--- src/rtl/sate_pkg.sv ---
// Shared types, widths and codes of the sorted array table engine.
package sate_pkg;

    localparam int CAPACITY_DEF = 16;
    localparam int DATA_W       = 32;
    localparam int IDX_W        = 4;
    localparam int CMD_W        = 3;
    localparam int STAT_W       = 2;
    localparam int CNT_OUT_W    = 5;

    typedef logic [CMD_W-1:0]  t_cmd;
    typedef logic [STAT_W-1:0] t_status;

    localparam t_cmd CMD_INSERT    = 3'd0;
    localparam t_cmd CMD_DELETE    = 3'd1;
    localparam t_cmd CMD_READ      = 3'd2;
    localparam t_cmd CMD_CHECK     = 3'd3;
    localparam t_cmd CMD_PARTITION = 3'd4;

    localparam t_status ST_DONE  = 2'd0;
    localparam t_status ST_FULL  = 2'd1;
    localparam t_status ST_RANGE = 2'd2;

endpackage

--- src/rtl/sate_ram.sv ---
// Entry store: one write port and one registered read port.
module sate_ram
    import sate_pkg::*;
#(
    parameter int DEPTH = CAPACITY_DEF,
    parameter int AW    = $clog2(DEPTH)
) (
    input  logic              i_clk,
    input  logic              i_we,
    input  logic [AW-1:0]     i_waddr,
    input  logic [DATA_W-1:0] i_wdata,
    input  logic [AW-1:0]     i_raddr,
    output logic [DATA_W-1:0] o_rdata
);

    logic [DATA_W-1:0] r_mem [DEPTH];
    logic [DATA_W-1:0] r_rdata;

    always_ff @(posedge i_clk) begin
        if (i_we) begin
            r_mem[i_waddr] <= i_wdata;
        end
        r_rdata <= r_mem[i_raddr];
    end

    assign o_rdata = r_rdata;

endmodule

--- src/rtl/sate_cmp.sv ---
// Shared signed greater-than comparator used by the insert, check and partition walks of the sequencer.
module sate_cmp
    import sate_pkg::*;
(
    input  logic signed [DATA_W-1:0] i_a,
    input  logic signed [DATA_W-1:0] i_b,
    output logic                     o_gt
);

    assign o_gt = (i_a > i_b);

endmodule

--- src/rtl/sorted_array_table_engine.sv ---
// Sorted array table engine: sequencer, handshake and result register.
// One command is taken when o_ready is high and runs alone. Its result is loaded after the
// walk through the single read port of the store: insert walks the entries above the new
// value, delete the entries after the index, read fetches one entry and partition scans from
// both ends with a swap per pair. A full insert or an index out of range adds no walk. A
// sortedness pass follows a partition of two or more entries, and also an insert or delete
// when the array was not sorted. The next command can be accepted in the cycle after its
// result is loaded, while that result still waits on the output. A result that still waits
// holds the next result, and so the input, back.
module sorted_array_table_engine
    import sate_pkg::*;
#(
    parameter int CAPACITY = CAPACITY_DEF
) (
    input  logic                     i_clk,
    input  logic                     i_rst_n,
    input  logic                     i_valid,
    output logic                     o_ready,
    input  logic [CMD_W-1:0]         i_command,
    input  logic signed [DATA_W-1:0] i_value,
    input  logic [IDX_W-1:0]         i_index,
    output logic                     o_valid,
    input  logic                     i_ready,
    output logic [STAT_W-1:0]        o_status,
    output logic signed [DATA_W-1:0] o_read_value,
    output logic [CNT_OUT_W-1:0]     o_count,
    output logic                     o_is_sorted
);

    localparam int AW = $clog2(CAPACITY);
    localparam int CW = $clog2(CAPACITY + 1);
    localparam int XW = CW + IDX_W;

    localparam logic [3:0] S_IDLE     = 4'd0;
    localparam logic [3:0] S_EXEC     = 4'd1;
    localparam logic [3:0] S_INS      = 4'd2;
    localparam logic [3:0] S_INS_LAST = 4'd3;
    localparam logic [3:0] S_DEL      = 4'd4;
    localparam logic [3:0] S_RD       = 4'd5;
    localparam logic [3:0] S_PL       = 4'd6;
    localparam logic [3:0] S_PH       = 4'd7;
    localparam logic [3:0] S_PSW      = 4'd8;
    localparam logic [3:0] S_PSW2     = 4'd9;
    localparam logic [3:0] S_POST     = 4'd10;
    localparam logic [3:0] S_CHK      = 4'd11;
    localparam logic [3:0] S_DONE     = 4'd12;

    localparam logic signed [CW:0] ONE_S  = 1;
    localparam logic signed [CW:0] ZERO_S = 0;
    localparam logic signed [CW:0] MONE_S = -1;

    localparam logic signed [DATA_W-1:0] MONE_W = -1;

    logic [3:0]               r_state, n_state;
    t_cmd                     r_cmd, n_cmd;
    logic signed [DATA_W-1:0] r_value, n_value;
    logic [IDX_W-1:0]         r_idx, n_idx;
    logic [CW-1:0]            r_count, n_count;
    logic                     r_sorted, n_sorted;
    logic                     r_need, n_need;
    logic [AW-1:0]            r_ptr, n_ptr;
    logic signed [CW:0]       r_lo, n_lo;
    logic signed [CW:0]       r_hi, n_hi;
    logic signed [DATA_W-1:0] r_lov, n_lov;
    logic signed [DATA_W-1:0] r_hiv, n_hiv;
    logic signed [DATA_W-1:0] r_prev, n_prev;
    t_status                  r_status, n_status;
    logic signed [DATA_W-1:0] r_rd, n_rd;
    logic                     r_ovalid, n_ovalid;
    t_status                  r_o_status, n_o_status;
    logic signed [DATA_W-1:0] r_o_rd, n_o_rd;
    logic [CNT_OUT_W-1:0]     r_o_count, n_o_count;
    logic                     r_o_sorted, n_o_sorted;

    logic                     ram_we;
    logic [AW-1:0]            ram_waddr;
    logic [DATA_W-1:0]        ram_wdata;
    logic [AW-1:0]            ram_raddr;
    logic [DATA_W-1:0]        ram_rdata_u;
    logic signed [DATA_W-1:0] ram_rdata;

    logic signed [DATA_W-1:0] cmp_a, cmp_b;
    logic                     cmp_gt;

    logic [XW-1:0]            idx_x, cnt_x, idx1_x;
    logic [CW-1:0]            cnt_m1;
    logic signed [CW:0]       n_s, lo_inc, hi_dec;

    assign ram_rdata = ram_rdata_u;
    assign idx_x     = {{CW{1'b0}}, r_idx};
    assign cnt_x     = {{IDX_W{1'b0}}, r_count};
    assign idx1_x    = idx_x + XW'(1);
    assign cnt_m1    = r_count - CW'(1);
    assign n_s       = signed'({1'b0, r_count});
    assign lo_inc    = r_lo + ONE_S;
    assign hi_dec    = r_hi - ONE_S;

    sate_ram #(
        .DEPTH (CAPACITY),
        .AW    (AW)
    ) u_ram (
        .i_clk   (i_clk),
        .i_we    (ram_we),
        .i_waddr (ram_waddr),
        .i_wdata (ram_wdata),
        .i_raddr (ram_raddr),
        .o_rdata (ram_rdata_u)
    );

    sate_cmp u_cmp (
        .i_a  (cmp_a),
        .i_b  (cmp_b),
        .o_gt (cmp_gt)
    );

    // insert: entry > value; check: previous > current; partition: entry >= 0
    always_comb begin
        case (r_state)
            S_INS: begin
                cmp_a = ram_rdata;
                cmp_b = r_value;
            end
            S_CHK: begin
                cmp_a = r_prev;
                cmp_b = ram_rdata;
            end
            default: begin
                cmp_a = ram_rdata;
                cmp_b = MONE_W;
            end
        endcase
    end

    always_comb begin
        n_state    = r_state;
        n_cmd      = r_cmd;
        n_value    = r_value;
        n_idx      = r_idx;
        n_count    = r_count;
        n_sorted   = r_sorted;
        n_need     = r_need;
        n_ptr      = r_ptr;
        n_lo       = r_lo;
        n_hi       = r_hi;
        n_lov      = r_lov;
        n_hiv      = r_hiv;
        n_prev     = r_prev;
        n_status   = r_status;
        n_rd       = r_rd;
        n_ovalid   = r_ovalid & ~i_ready;
        n_o_status = r_o_status;
        n_o_rd     = r_o_rd;
        n_o_count  = r_o_count;
        n_o_sorted = r_o_sorted;
        ram_we     = 1'b0;
        ram_waddr  = '0;
        ram_wdata  = r_value;
        ram_raddr  = '0;

        case (r_state)
            S_IDLE: begin
                if (i_valid) begin
                    n_cmd    = i_command;
                    n_value  = i_value;
                    n_idx    = i_index;
                    n_status = ST_DONE;
                    n_rd     = '0;
                    n_state  = S_EXEC;
                end
            end
            S_EXEC: begin
                n_need  = 1'b0;
                n_state = S_POST;
                case (r_cmd)
                    CMD_INSERT: begin
                        if (r_count == CW'(CAPACITY)) begin
                            n_status = ST_FULL;
                        end else if (r_count == '0) begin
                            ram_we  = 1'b1;
                            n_count = r_count + CW'(1);
                            n_need  = ~r_sorted;
                        end else begin
                            ram_raddr = cnt_m1[AW-1:0];
                            n_ptr     = cnt_m1[AW-1:0];
                            n_state   = S_INS;
                        end
                    end
                    CMD_DELETE: begin
                        if (!(idx_x < cnt_x)) begin
                            n_status = ST_RANGE;
                        end else if (idx1_x == cnt_x) begin
                            n_count = cnt_m1;
                            n_need  = ~r_sorted;
                        end else begin
                            ram_raddr = idx1_x[AW-1:0];
                            n_ptr     = idx1_x[AW-1:0];
                            n_state   = S_DEL;
                        end
                    end
                    CMD_READ: begin
                        if (idx_x < cnt_x) begin
                            ram_raddr = idx_x[AW-1:0];
                            n_state   = S_RD;
                        end else begin
                            n_status = ST_RANGE;
                        end
                    end
                    CMD_PARTITION: begin
                        n_need = 1'b1;
                        n_lo   = ZERO_S;
                        n_hi   = n_s - ONE_S;
                        if ((n_s - ONE_S) > ZERO_S) begin
                            n_state = S_PL;
                        end
                    end
                    default: begin
                    end
                endcase
            end
            S_INS: begin
                ram_we    = 1'b1;
                ram_waddr = r_ptr + AW'(1);
                if (cmp_gt) begin
                    ram_wdata = ram_rdata;
                    if (r_ptr == '0) begin
                        n_state = S_INS_LAST;
                    end else begin
                        ram_raddr = r_ptr - AW'(1);
                        n_ptr     = r_ptr - AW'(1);
                    end
                end else begin
                    n_count = r_count + CW'(1);
                    n_need  = ~r_sorted;
                    n_state = S_POST;
                end
            end
            S_INS_LAST: begin
                ram_we  = 1'b1;
                n_count = r_count + CW'(1);
                n_need  = ~r_sorted;
                n_state = S_POST;
            end
            S_DEL: begin
                ram_we    = 1'b1;
                ram_waddr = r_ptr - AW'(1);
                ram_wdata = ram_rdata;
                if (CW'(r_ptr) == cnt_m1) begin
                    n_count = cnt_m1;
                    n_need  = ~r_sorted;
                    n_state = S_POST;
                end else begin
                    ram_raddr = r_ptr + AW'(1);
                    n_ptr     = r_ptr + AW'(1);
                end
            end
            S_RD: begin
                n_rd    = ram_rdata;
                n_state = S_POST;
            end
            S_PL: begin
                if (!cmp_gt && (lo_inc < n_s)) begin
                    n_lo      = lo_inc;
                    ram_raddr = lo_inc[AW-1:0];
                end else begin
                    if (!cmp_gt) begin
                        n_lo = lo_inc;
                    end else begin
                        n_lov = ram_rdata;
                    end
                    if (r_hi >= ZERO_S) begin
                        ram_raddr = r_hi[AW-1:0];
                        n_state   = S_PH;
                    end else begin
                        n_state = S_PSW;
                    end
                end
            end
            S_PH: begin
                if (cmp_gt) begin
                    n_hi = hi_dec;
                    if (hi_dec >= ZERO_S) begin
                        ram_raddr = hi_dec[AW-1:0];
                    end else begin
                        n_state = S_PSW;
                    end
                end else begin
                    n_hiv   = ram_rdata;
                    n_state = S_PSW;
                end
            end
            S_PSW: begin
                if (r_lo < r_hi) begin
                    ram_we    = 1'b1;
                    ram_waddr = r_lo[AW-1:0];
                    ram_wdata = r_hiv;
                    n_state   = S_PSW2;
                end else begin
                    n_state = S_POST;
                end
            end
            S_PSW2: begin
                ram_we    = 1'b1;
                ram_waddr = r_hi[AW-1:0];
                ram_wdata = r_lov;
                ram_raddr = r_lo[AW-1:0];
                n_state   = S_PL;
            end
            S_POST: begin
                if (!r_need) begin
                    n_state = S_DONE;
                end else if (r_count <= CW'(1)) begin
                    n_sorted = 1'b1;
                    n_state  = S_DONE;
                end else begin
                    n_ptr   = '0;
                    n_state = S_CHK;
                end
            end
            S_CHK: begin
                n_prev = ram_rdata;
                if ((r_ptr != '0) && cmp_gt) begin
                    n_sorted = 1'b0;
                    n_state  = S_DONE;
                end else if (CW'(r_ptr) == cnt_m1) begin
                    n_sorted = 1'b1;
                    n_state  = S_DONE;
                end else begin
                    ram_raddr = r_ptr + AW'(1);
                    n_ptr     = r_ptr + AW'(1);
                end
            end
            S_DONE: begin
                if (!r_ovalid || i_ready) begin
                    n_ovalid   = 1'b1;
                    n_o_status = r_status;
                    n_o_rd     = r_rd;
                    n_o_count  = cnt_x[CNT_OUT_W-1:0];
                    n_o_sorted = r_sorted;
                    n_state    = S_IDLE;
                end
            end
            default: begin
                n_state = S_IDLE;
            end
        endcase
    end

    always_ff @(posedge i_clk) begin
        if (!i_rst_n) begin
            r_state  <= S_IDLE;
            r_count  <= '0;
            r_sorted <= 1'b1;
            r_need   <= 1'b0;
            r_ovalid <= 1'b0;
        end else begin
            r_state  <= n_state;
            r_count  <= n_count;
            r_sorted <= n_sorted;
            r_need   <= n_need;
            r_ovalid <= n_ovalid;
        end
    end

    always_ff @(posedge i_clk) begin
        r_cmd      <= n_cmd;
        r_value    <= n_value;
        r_idx      <= n_idx;
        r_ptr      <= n_ptr;
        r_lo       <= n_lo;
        r_hi       <= n_hi;
        r_lov      <= n_lov;
        r_hiv      <= n_hiv;
        r_prev     <= n_prev;
        r_status   <= n_status;
        r_rd       <= n_rd;
        r_o_status <= n_o_status;
        r_o_rd     <= n_o_rd;
        r_o_count  <= n_o_count;
        r_o_sorted <= n_o_sorted;
    end

    assign o_ready      = (r_state == S_IDLE);
    assign o_valid      = r_ovalid;
    assign o_status     = r_o_status;
    assign o_read_value = r_o_rd;
    assign o_count      = r_o_count;
    assign o_is_sorted  = r_o_sorted;

    a_count_bound: assert property (@(posedge i_clk) disable iff (!i_rst_n)
        r_count <= CW'(CAPACITY))
        else $error("entry count above capacity");

    a_count_step: assert property (@(posedge i_clk) disable iff (!i_rst_n)
        (r_count != $past(r_count)) |->
            ((r_count == $past(r_count) + CW'(1)) || (r_count == $past(r_count) - CW'(1))))
        else $error("entry count moved by more than one");

    a_ptr_bound: assert property (@(posedge i_clk) disable iff (!i_rst_n)
        ((r_state == S_PL) || (r_state == S_PH) || (r_state == S_PSW) || (r_state == S_PSW2))
            |-> ((r_lo <= n_s) && (r_hi >= MONE_S) && (r_lo >= ZERO_S)))
        else $error("partition pointer out of range");

    a_small_sorted: assert property (@(posedge i_clk) disable iff (!i_rst_n)
        ((r_state == S_IDLE) && (r_count <= CW'(1))) |-> r_sorted)
        else $error("short array not flagged sorted");

endmodule
--- config.mk ---
export PLATFORM = sky130hd
export DESIGN_NAME = sorted_array_table_engine
export DESIGN_NICKNAME = d
export VERILOG_FILES = /design/src/rtl/sate_pkg.sv /design/src/rtl/sate_ram.sv /design/src/rtl/sate_cmp.sv /design/src/rtl/sorted_array_table_engine.sv
export SDC_FILE = /design/constraint.sdc
export NUM_CORES = 1
export LEC_CHECK = 0
export BUFFER_PORTS_ARGS = -buffer_cell sky130_fd_sc_hd__buf_2
export CAP_MARGIN = 20
export CORE_MARGIN = 1
export CORE_UTILIZATION = 55
export DETAILED_ROUTE_END_ITERATION = 7
export HOLD_SLACK_MARGIN = 0.05
export PLACE_DENSITY = 0.7
export SLEW_MARGIN = 0
export SYNTH_ARGS = -nofsm -noshare
export SYNTH_HDL_FRONTEND = slang
export SYNTH_HIERARCHICAL = 1
export SYNTH_SLANG_ARGS = --single-unit
--- constraint.sdc ---
create_clock -name i_clk -period 15.8 [get_ports i_clk]
set_input_delay 1.58 -clock i_clk [delete_from_list [all_inputs] [get_ports i_clk]]
set_output_delay 1.58 -clock i_clk [all_outputs]
set_load 0.005 [all_outputs]
# After elaboration in Yosys (flattened, before gate mapping)
# Memories as Yosys holds them, arrays and structs flattened. A register that Yosys moved wholly into a read port is not among the register bits.
# Cells that the tools add are included.
# classes
n_bitwise	5
n_reduce_logical	33
n_lt_le_gt_ge	8
eq_ne	45
mux	100
mul	0
shift	0
n_addsub	8
div	0
# op_table
cell	n
4-bit 2-to-1 mux	41
32-bit 2-to-1 mux	4
32-bit case mux with 2 select lines	2
32-bit case mux with 4 select lines	1
4-bit case mux with 12 select lines	1
3-bit inequality test (second input constant)	12
32-bit greater-than comparator	1
4-bit case mux with 4 select lines	2
5-bit 2-to-1 mux	6
6-bit 2-to-1 mux	5
4-bit case mux with 7 select lines	1
2-bit inequality test (second input constant)	13
6-bit case mux with 2 select lines	2
4-bit == test (second input constant)	5
4-bit case mux with 5 select lines	1
5-bit case mux with 4 select lines	1
1-bit 2-to-1 mux	18
4-bit by 3-bit == test with 1-bit output (second input constant)	4
6-bit by 1-bit greater-or-equal comparator with 1-bit output (second input constant)	2
6-bit < comparator	2
4-bit case mux with 3 select lines	1
3-bit AND reduction	4
11-bit AND reduction	1
5-bit case mux with 2 select lines	1
46 further kinds	68
# word_totals
out_inout_bits	42
n_memories	1
word_cells	220
latch_bits	0
mem_bits_rw	512
mem_bits_ro	0
regBits	237
# mem_list
name	depth	word_bits	rd	rd_ports_with_merged_regs	wr	line_no	rtl
u_ram.r_mem	16	32	1	1	1	sate_ram.sv:16	logic [DATA_W-1:0] r_mem [DEPTH];

# Depth between registers and ports, before layout
# Gate-level depths: netlist of run 1.
# depth
depth_word	7
ltp_mapped	28
mapped_depth_nobuf	23

# By module
# The synthesis of run 1 kept the hierarchy.
# by_module_without_submodules
module	n_inst	area_each_um2	cells_per_inst
sate_ram	1	19835.3	838
sorted_array_table_engine	1	11359.6	999
sate_cmp	1	804.5	113

# Worst setup path after synthesis of run 1
# Ideal clock, no wire load.
# synth_timing
kind	input port to flip-flop
startpoint	input port i_ready
endpoint	register r_o_count[0], in the netlist o_count[0] (enable)
path_slack_ns	9.816
arrival_ns	5.446
path_stages	2
setup_ns	0.537
n_path_buf	0
cell_sequence	nor2b_1 nor4_1
# synth_between
elab_chain_len	2
# synth_lines
element	line_no	rtl
start: declaration	sorted_array_table_engine.sv:23	input logic i_ready,
1-bit logical OR	sorted_array_table_engine.sv:333	if (!r_ovalid || i_ready) begin
2-bit AND reduction (no source line)	--	
end signal: assignment	sorted_array_table_engine.sv:378	r_o_count <= n_o_count;
end: declaration	sorted_array_table_engine.sv:72	logic [CNT_OUT_W-1:0] r_o_count, n_o_count;
# No other way between the ends.
# A chain may end at the register's enable or synchronous reset.

# Worst setup path in the final report of run 1
# layout_timing
startpoint	register r_state[1]
endpoint	register u_ram.r_rdata[18], in the netlist u_ram/o_rdata[18], read port of u_ram.r_mem
# layout_between
elab_chain_len	7
elab_cells_between_ends	18
classes_between	1 x order compare; 7 x eq/ne; 7 x mux; 3 x reduce/logical
# layout_lines
element	line_no	rtl
start: declaration	sorted_array_table_engine.sv:54	logic [3:0] r_state, n_state;
start signal: assignment	sorted_array_table_engine.sv:356	r_state <= n_state;
4-bit == test / 4-bit by 2-bit == test with 1-bit output (equally long branches)	sorted_array_table_engine.sv:118	case (r_state)
32-bit case mux with 2 select lines *	sorted_array_table_engine.sv:118	
named net cmp_b[14]	sorted_array_table_engine.sv:82	logic signed [DATA_W-1:0] cmp_a, cmp_b;
32-bit greater-than comparator *	sate_cmp.sv:10	assign o_gt = (i_a > i_b);
named net cmp_gt	sorted_array_table_engine.sv:83	logic cmp_gt;
1-bit zero test	--	
1-bit logical AND	sorted_array_table_engine.sv:261	if (!cmp_gt && (lo_inc < n_s)) begin
4-bit 2-to-1 mux	sorted_array_table_engine.sv:261	
4-bit case mux with 7 select lines *	sorted_array_table_engine.sv:160	case (r_state)
named net ram_raddr[1]	sorted_array_table_engine.sv:78	logic [AW-1:0] ram_raddr;
end: declaration	sate_ram.sv:17	logic [DATA_W-1:0] r_rdata;
# Mark *: on every way through the listed nets, which the timed path passes. The rest lies on a longest branch.

==> results of run 1 <==
[power groups by stage]
| stage | clock network [W] | logic (W) | registers, W |
|---|---|---|---|
| global placement | 0 | 0.00205 | 0.00323 |
| finish | 0.00177 | 0.00217 | 0.00322 |
| floorplan | 0 | 0.00148 | 0.00311 |
| detailed placement | 0 | 0.00212 | 0.00325 |
| CTS | 0.00180 | 0.00214 | 0.00321 |
| global route | 0.00187 | 0.00236 | 0.00324 |
[stage by stage]
step           std cells  total power [W]
3_5_place_dp        2740          0.00537
5_1_grt             2890          0.00747
2_1_floorplan       1950          0.00458
6_report            2891          0.00716
4_1_cts             2885          0.00714
3_3_place_gp        2739          0.00529
[Yosys cell counts, drive strengths merged (9+ instances only)]
cell | number | area (µm²)
a22oi | 98 | 736
nor3 | 17 | 85.1
nor3b | 9 | 67.6
nor2 | 66 | 248
a21oi | 55 | 279
xnor2 | 16 | 140
a222oi | 25 | 250
and3 | 34 | 213
ha | 57 | 713
mux4 | 128 | 2880
buf | 35 | 180
o21ai | 39 | 195
nand2 | 247 | 930
a221oi | 12 | 105
clkbuf | 70 | 263
nand2b | 11 | 68.8
a221o | 15 | 150
nand3 | 45 | 225
dfxtp | 44 | 881
nor2b | 11 | 68.8
inv | 65 | 244
edfxtp | 737 | 22100
[worst min path at each step]
stage,slack (ns),end,cells after the start
floorplan,0.40,o_read_value[0],0
global placement,0.40,o_read_value[24],0
detailed placement,0.40,o_read_value[14],0
CTS,0.42,o_read_value[25],0
global route,0.43,o_read_value[27],0
finish,0.42,o_read_value[27],0
[metal layers]
| metal | GRT usage | vias to the layer above | share of wire | wire, µm |
|---|---|---|---|---|
| met2 | 0.398 | 884 | 0.47 | 35300 |
| met1 | 0.372 | 9351 | 0.42 | 31000 |
| li1 | - | 7932 | - | - |
| met4 | 0.0727 | 0 | 0.019 | 1440 |
| met3 | 0.0411 | 98 | 0.091 | 6790 |
| met5 | 0 | - | 0 | 0 |
[flip-flops by register name, indices dropped and copies added, names as in the netlist, 32 cells and up]
name / count
u_ram/o_rdata: 32
r_value: 32
r_lov: 32
u_ram/r_mem: 512
o_read_value: 32
r_hiv: 32
r_prev: 32
r_rd: 32
[worst max-delay path, stage by stage, from the launching register on]
cell and delay, ns:
dfxtp_1 0.85, nor2b_1 0.36, nand3_1 0.16, inv_2 0.43
buf_4 0.69, a22oi_1 0.14, nand2_1 0.11, inv_1 0.04
ha_1 0.32, nand4_1 0.17, nor4_1 0.63, a21boi_1 0.25
o31ai_1 0.10, o2111ai_1 0.13, mux2i_1 0.21, buf_4 0.24
nand2b_1 0.18, nor2_1 0.35, o21ai_0 0.17, o211ai_1 0.12
a21oi_1 0.10, o221ai_4 0.11, buf_4 0.69, buf_4 0.94
mux4_2 0.43, a22oi_1 0.25, nand2_1 0.10
[cell type report]
| cell class | instances | area [µm²] | area share |
|---|---|---|---|
| Multi-Input combinational cell | 999 | 8530 | 0.237 |
| Clock buffer | 105 | 2090 | 0.0581 |
| Antenna cell | 1 | 2.50 | 0.0000695 |
| Tap cell | 765 | 957 | 0.0266 |
| Inverter | 65 | 244 | 0.00677 |
| Timing Repair Buffer | 135 | 826 | 0.0229 |
| Clock inverter | 40 | 363 | 0.0101 |
| Sequential cell | 781 | 23000 | 0.639 |
[logic make-up (layout without fill, tap and decap cells)]
family          Yosys count  count (layout)
fa+ha+maj                57              57
flops                   781             781
mux                     137             137
compound gates          304             304
buf+inv                 170             345
xor+xnor                 26              26
simple gates            475             475
other cells               0               1
==> results.md, run 1 <==
* Final Cell Area at 36000 µm²
* Drt pass-1 iters at 6
* CP Capture Point: u_ram/o_rdata[18]
* Dpl ws at 7.17 ns
* Max Transition Viols Final at 0
* Nets at 2160
* Synth warn at 6
* CTS resizes at 0
* Post-Route WL at 74500 µm
* Filler cells at 4001
* Per-cell routed wire length at 25.8 µm
* Via density at 6.32
* Worst-path clk slew at 0.06 ns
* H-tree levels at 3
* CP Launch Type: flip-flop
* Clock sink count at 781
* HPWL after detailed placement at 43700 µm
* Fin crit period at 8.51 ns
* DR vias at 18300
* CTS tree: yes
* Largest net degree at the start of global routing at 73
* Max-slew headroom at 0.230
* Post-synthesis sequential area ratio at 0.719
* Die width at 243 µm
* FF-to-FF path depth at 26
* Layout Skew at 0.0345 ns
* Max_cap viols at 0
* Area Overhead vs Synth at 12.6%
* Final setup vio count at 0
* Postcts setup bufs at 0
* Syn avg cell area at 16.4 µm²
* GP Congestion at 0.892
* DRC Markers at 0
* Hold crit path type: flip-flop to flip-flop
* Cell Area, Placed at 33500 µm²
* Initial antenna violation count at 1
* Post-layout util at 0.626
* Clock power share at 0.247
* Final hold viol count at 0
* Initial DRC count at 2278
* CP Capture Type: flip-flop
* FFs w/ async S/R, synth at 0
* Worst Path Required at 16.31 ns
* Switching Power at 0.00243 W
* Die area at 59100 µm²
* Antenna viol nets, final at 0
* Core Box Area at 57600 µm²
* Total track usage at 0.254
* Xor/xnor share of the synthesized area at 0.00802
* WHS at 0.417 ns
* Combinational share of power at 0.304
* Leak pwr at 12.3 nW
* Power per Cell Area at 199 nW/µm²
* Reg-to-Reg Start: r_state[1]
* Starting Density at 0.556
* Netlist cell types at 66
* Maximum clock frequency at 117 MHz
* Synthesized area at 32000 µm²
* Clk buf depth at 3
* Global-route wire length before repair at 112000 µm
* Reg2reg setup slack at 7.29 ns
* Period utilisation layout at 0.539
* Synthesis-stage register bit count at 781
* Commonest cells after routing, fill and taps aside: edfxtp_1 (737), nand2_1 (246), mux4_2 (128)
* Commonest non-fill, non-tap cell in the layout: edfxtp_1
* Crit-path max FO at 72
* Largest family of logic cells by synthesized area: multiplexers
* Synth Area in Compound Gates at 0.0687
* Post-Route Setup TNS at 0 ns
* Cell Int Power at 0.00473 W
* Cts bufs inserted at 78
* Post-synthesis mux area share at 0.0929
* Slew @ Worst Pin at 1.15 ns
* Setup WS post-layout at 7.29 ns
* Worst skew pair latency at 0.64 ns
* HP Start: r_rd[27]
* Top FF cell, synth: edfxtp_1
* Synth Instances at 1950
* Synth Area in Simple Gates at 0.0675
* Post-synth EDFFs at 737
* Core Rows at 88
* Die Y at 243 µm
* Adder-Cell Fraction of Synth Area at 0.0223
* Total gr overflow at 0
* Cts hold-fix bufs at 0
* CP Class: flip-flop to flip-flop
* Critical Path AT at 9.02 ns
* Reg2reg end: u_ram/o_rdata[18]
* Sw Ratio at 0.339
* Unrepaired setup endpoints after global routing: no
* CP startpoint: r_state[1]
* Vias in the first global route at 17800
* PortBufs at 84
* # IOs at 85
* Maximum vdd ir drop at 0.108 mV
* Share of cells above drive strength 1 at 0.196
* Status: finished, final reports clean
* Sequential share of power at 0.450
* Syn nets at 2050
* Root buffer cell: clkbuf_16
Note: power is estimated with default switching activity, not from simulation.
==> inputs of run 2 (changes only) <==
- ABC_AREA: not set -> 1
- PLACE_DENSITY: 0.7 -> 0.69
- clock period: 15.8 -> 8.9 ns (I/O delays scaled with it)
==> run 2 against run 1 <==
  * Routed wire length rose by 17%
  * Synthesized cell count is 75% higher
  * Core utilization shrank 0.46 points
  * Sequential share of layout area fell by 5.1 points
  * Non-clock buffer count is 2 higher
  * Die area is 9.6% higher
  * Largest power group unchanged
  * Combinational power up 120%
  * Final cell count grew 52%
  * Flip-flop and latch count is the same
  * Area after synthesis rose by 9.7%
  * Critical endpoint is now u_ram/o_rdata[20]
  * Sequential power rose by 73%
==> results.md, run 2 <==
* FF-to-FF path depth at 34
* Reg2reg end: u_ram/o_rdata[20]
* H-tree levels at 3
* Starting Density at 0.556
* Synth warn at 6
* Maximum clock frequency at 146 MHz
* Initial DRC count at 2600
* Syn avg cell area at 10.3 µm²
* Hold crit path type: flip-flop to flip-flop
* Synth Instances at 3404
* Top FF cell, synth: edfxtp_1
* Most numerous cell in the Yosys netlist: nand2_1
* Worst-path clk slew at 0.06 ns
* DRC Markers at 0
* Period utilisation layout at 0.770
* Reg-to-Reg Start: r_state[1]
* Max reg flops at 512
* Multi-input gate area in the final layout at 9280 µm²
* Die Y at 255 µm
* CP Class: flip-flop to flip-flop
* Final setup vio count at 0
* PortBufs at 84
* FFs w/ async S/R, synth at 0
* CP Capture Type: flip-flop
* Core Rows at 92
* Post-synth top cells: nand2_1 (981), edfxtp_1 (737), inv_1 (537), nand3_1 (443), nor2_1 (153)
* CP startpoint: r_state[1]
* Synth area leaders: edfxtp_1 (63%), nand2_1 (10%), nand3_1 (6.3%)
* HPWL after detailed placement at 50900 µm
* Leak pwr at 16.4 nW
* Critical Path AT at 7.42 ns
* Max-slew headroom at 0.264
* CP most frequent cell: nand2_1
* Post-synth EDFFs at 737
* Slew @ Worst Pin at 1.10 ns
* Nets at 3585
* DR vias at 24300
* Layout Skew at 0.0327 ns
* Cts hold-fix bufs at 0
* Post-layout util at 0.621
* Synthesized area at 35100 µm²
* Post-Route WL at 87100 µm
* Netlist cell types at 48
* Synthesis-stage register bit count at 781
* Total gr overflow at 0
* Maximum vdd ir drop at 0.200 mV
* Cts bufs inserted at 82
* Clk buf depth at 3
* Filler cells at 5029
* # IOs at 85
* CTS tree: yes
* Total track usage at 0.271
* Root buffer cell: clkbuf_16
* Final hold viol count at 0
* Area Overhead vs Synth at 11.6%
* Seq. cell area at 23000 µm²
* Die width at 255 µm
* Area leader, netlist: edfxtp_1
* Syn nets at 3504
* Vias in the first global route at 23000
* Largest net degree at the start of global routing at 201
* Commonest cells after routing, fill and taps aside: nand2_1 (979), edfxtp_1 (737), inv_1 (536)
* Max incr delay on CP at 0.82 ns
* Largest register by flop count: u_ram/r_mem
* Via density at 5.53
* Top cell type's share of synthesized area at 0.631
* Die area at 64800 µm²
* Worst skew pair latency at 0.64 ns
* Max Transition Viols Final at 0
* Global-route wire length before repair at 133000 µm
* Post-synthesis sequential area ratio at 0.656
* Share of cells above drive strength 1 at 0.102
* Crit-path max FO at 69
* Crit-path slowest cell: inv_4
* GP Congestion at 0.966
* Antenna viol nets, final at 0
* Power per Cell Area at 355 nW/µm²
* CP Launch Type: flip-flop
* Status: finished, final reports clean
* Per-cell routed wire length at 19.8 µm
* Postcts setup bufs at 0
* CP Capture Point: u_ram/o_rdata[20]
* Clock sink count at 781
* CTS resizes at 0
* Drt pass-1 iters at 6
* Unrepaired setup endpoints after global routing: no
* Fin crit period at 6.85 ns
* Reg2reg setup slack at 2.05 ns
* Post-Route Setup TNS at 0 ns
* Commonest non-fill, non-tap cell in the layout: nand2_1
* Initial antenna violation count at 0
* Worst Path Required at 9.46 ns
* Core Box Area at 63100 µm²
* Max_cap viols at 0
-- run 2: cell count changes in the layout (fill, tap and decap cells not counted), moves of 36 or more --
cell	previous run	this run
nand2_1	246	979
inv_1	64	536
nand3_1	45	441
mux4_2	128	0
a22oi_1	98	4
nor2_1	49	134
o211ai_1	3	39
-- run 2: cell families after synthesis --
family                     synth area share
AOI/OAI and AO/OA                    0.0406
DFF                                   0.656
and+or+nand+nor                       0.194
adders and majority gates            0.0203
buffers and inverters                0.0853
xor gates and xnor gates            0.00374
-- run 2: through the flow --
stage	hold slack [ns]	setup slack [ns]	cells	power (W)	area, µm²
final	0.416	2.05	4401	0.0139	39200
after global routing	0.415	1.61	4400	0.0146	39200
after CTS	0.407	1.60	4395	0.0138	39100
after detailed placement	0.405	1.63	4242	0.0104	36300
after global placement	0.401	1.79	4241	0.0102	36300
after floorplan	0.400	3.48	3404	0.00880	35100
-- run 2: area by class of cell --
type,count,area share
diodes,1,0.0000639
clock buffers,109,0.0594
clock inverters,44,0.0119
inverters,562,0.0541
multi-input cells,1921,0.237
flip-flops and latches,781,0.587
well taps,846,0.0270
repair buffers,137,0.0232
-- run 2: layer usage --
| metal | GRT usage | vias up | part of all wire |
|---|---|---|---|
| li1 | - | 11400 | - |
| met1 | 0.390 | 11600 | 0.43 |
| met2 | 0.419 | 1101 | 0.45 |
| met3 | 0.0422 | 207 | 0.085 |
| met4 | 0.0996 | 0 | 0.033 |
| met5 | 0 | - | 0 |
-- run 2: worst min path at each step --
stage	start	end	slack (ns)	depth (start not counted)
after detailed placement	r_rd[0]	o_read_value[0]	0.40	0
after floorplan	r_rd[0]	o_read_value[0]	0.40	0
after global routing	r_rd[2]	o_read_value[2]	0.41	0
after global placement	r_rd[18]	o_read_value[18]	0.40	0
after CTS	i_command[2]	r_cmd[2]	0.41	1
final	r_rd[12]	o_read_value[12]	0.42	0
-- run 2: power breakdown --
| group | internal [W] | switching, W |
|---|---|---|
| Combinational | 0.00130 | 0.00356 |
| Sequential | 0.00522 | 0.000346 |
| Clock | 0.00208 | 0.00140 |
| Total | 0.00859 | 0.00531 |
-- run 2: worst max-delay path, delay by kind of cell (launching register included) --
family / cells / cell delay [ns]
AOI/OAI and AO/OA: 6 / 1.15
adders and majority gates: 1 / 0.24
buffers and inverters: 8 / 2.58
DFF: 1 / 0.48
and+or+nand+nor: 19 / 2.20
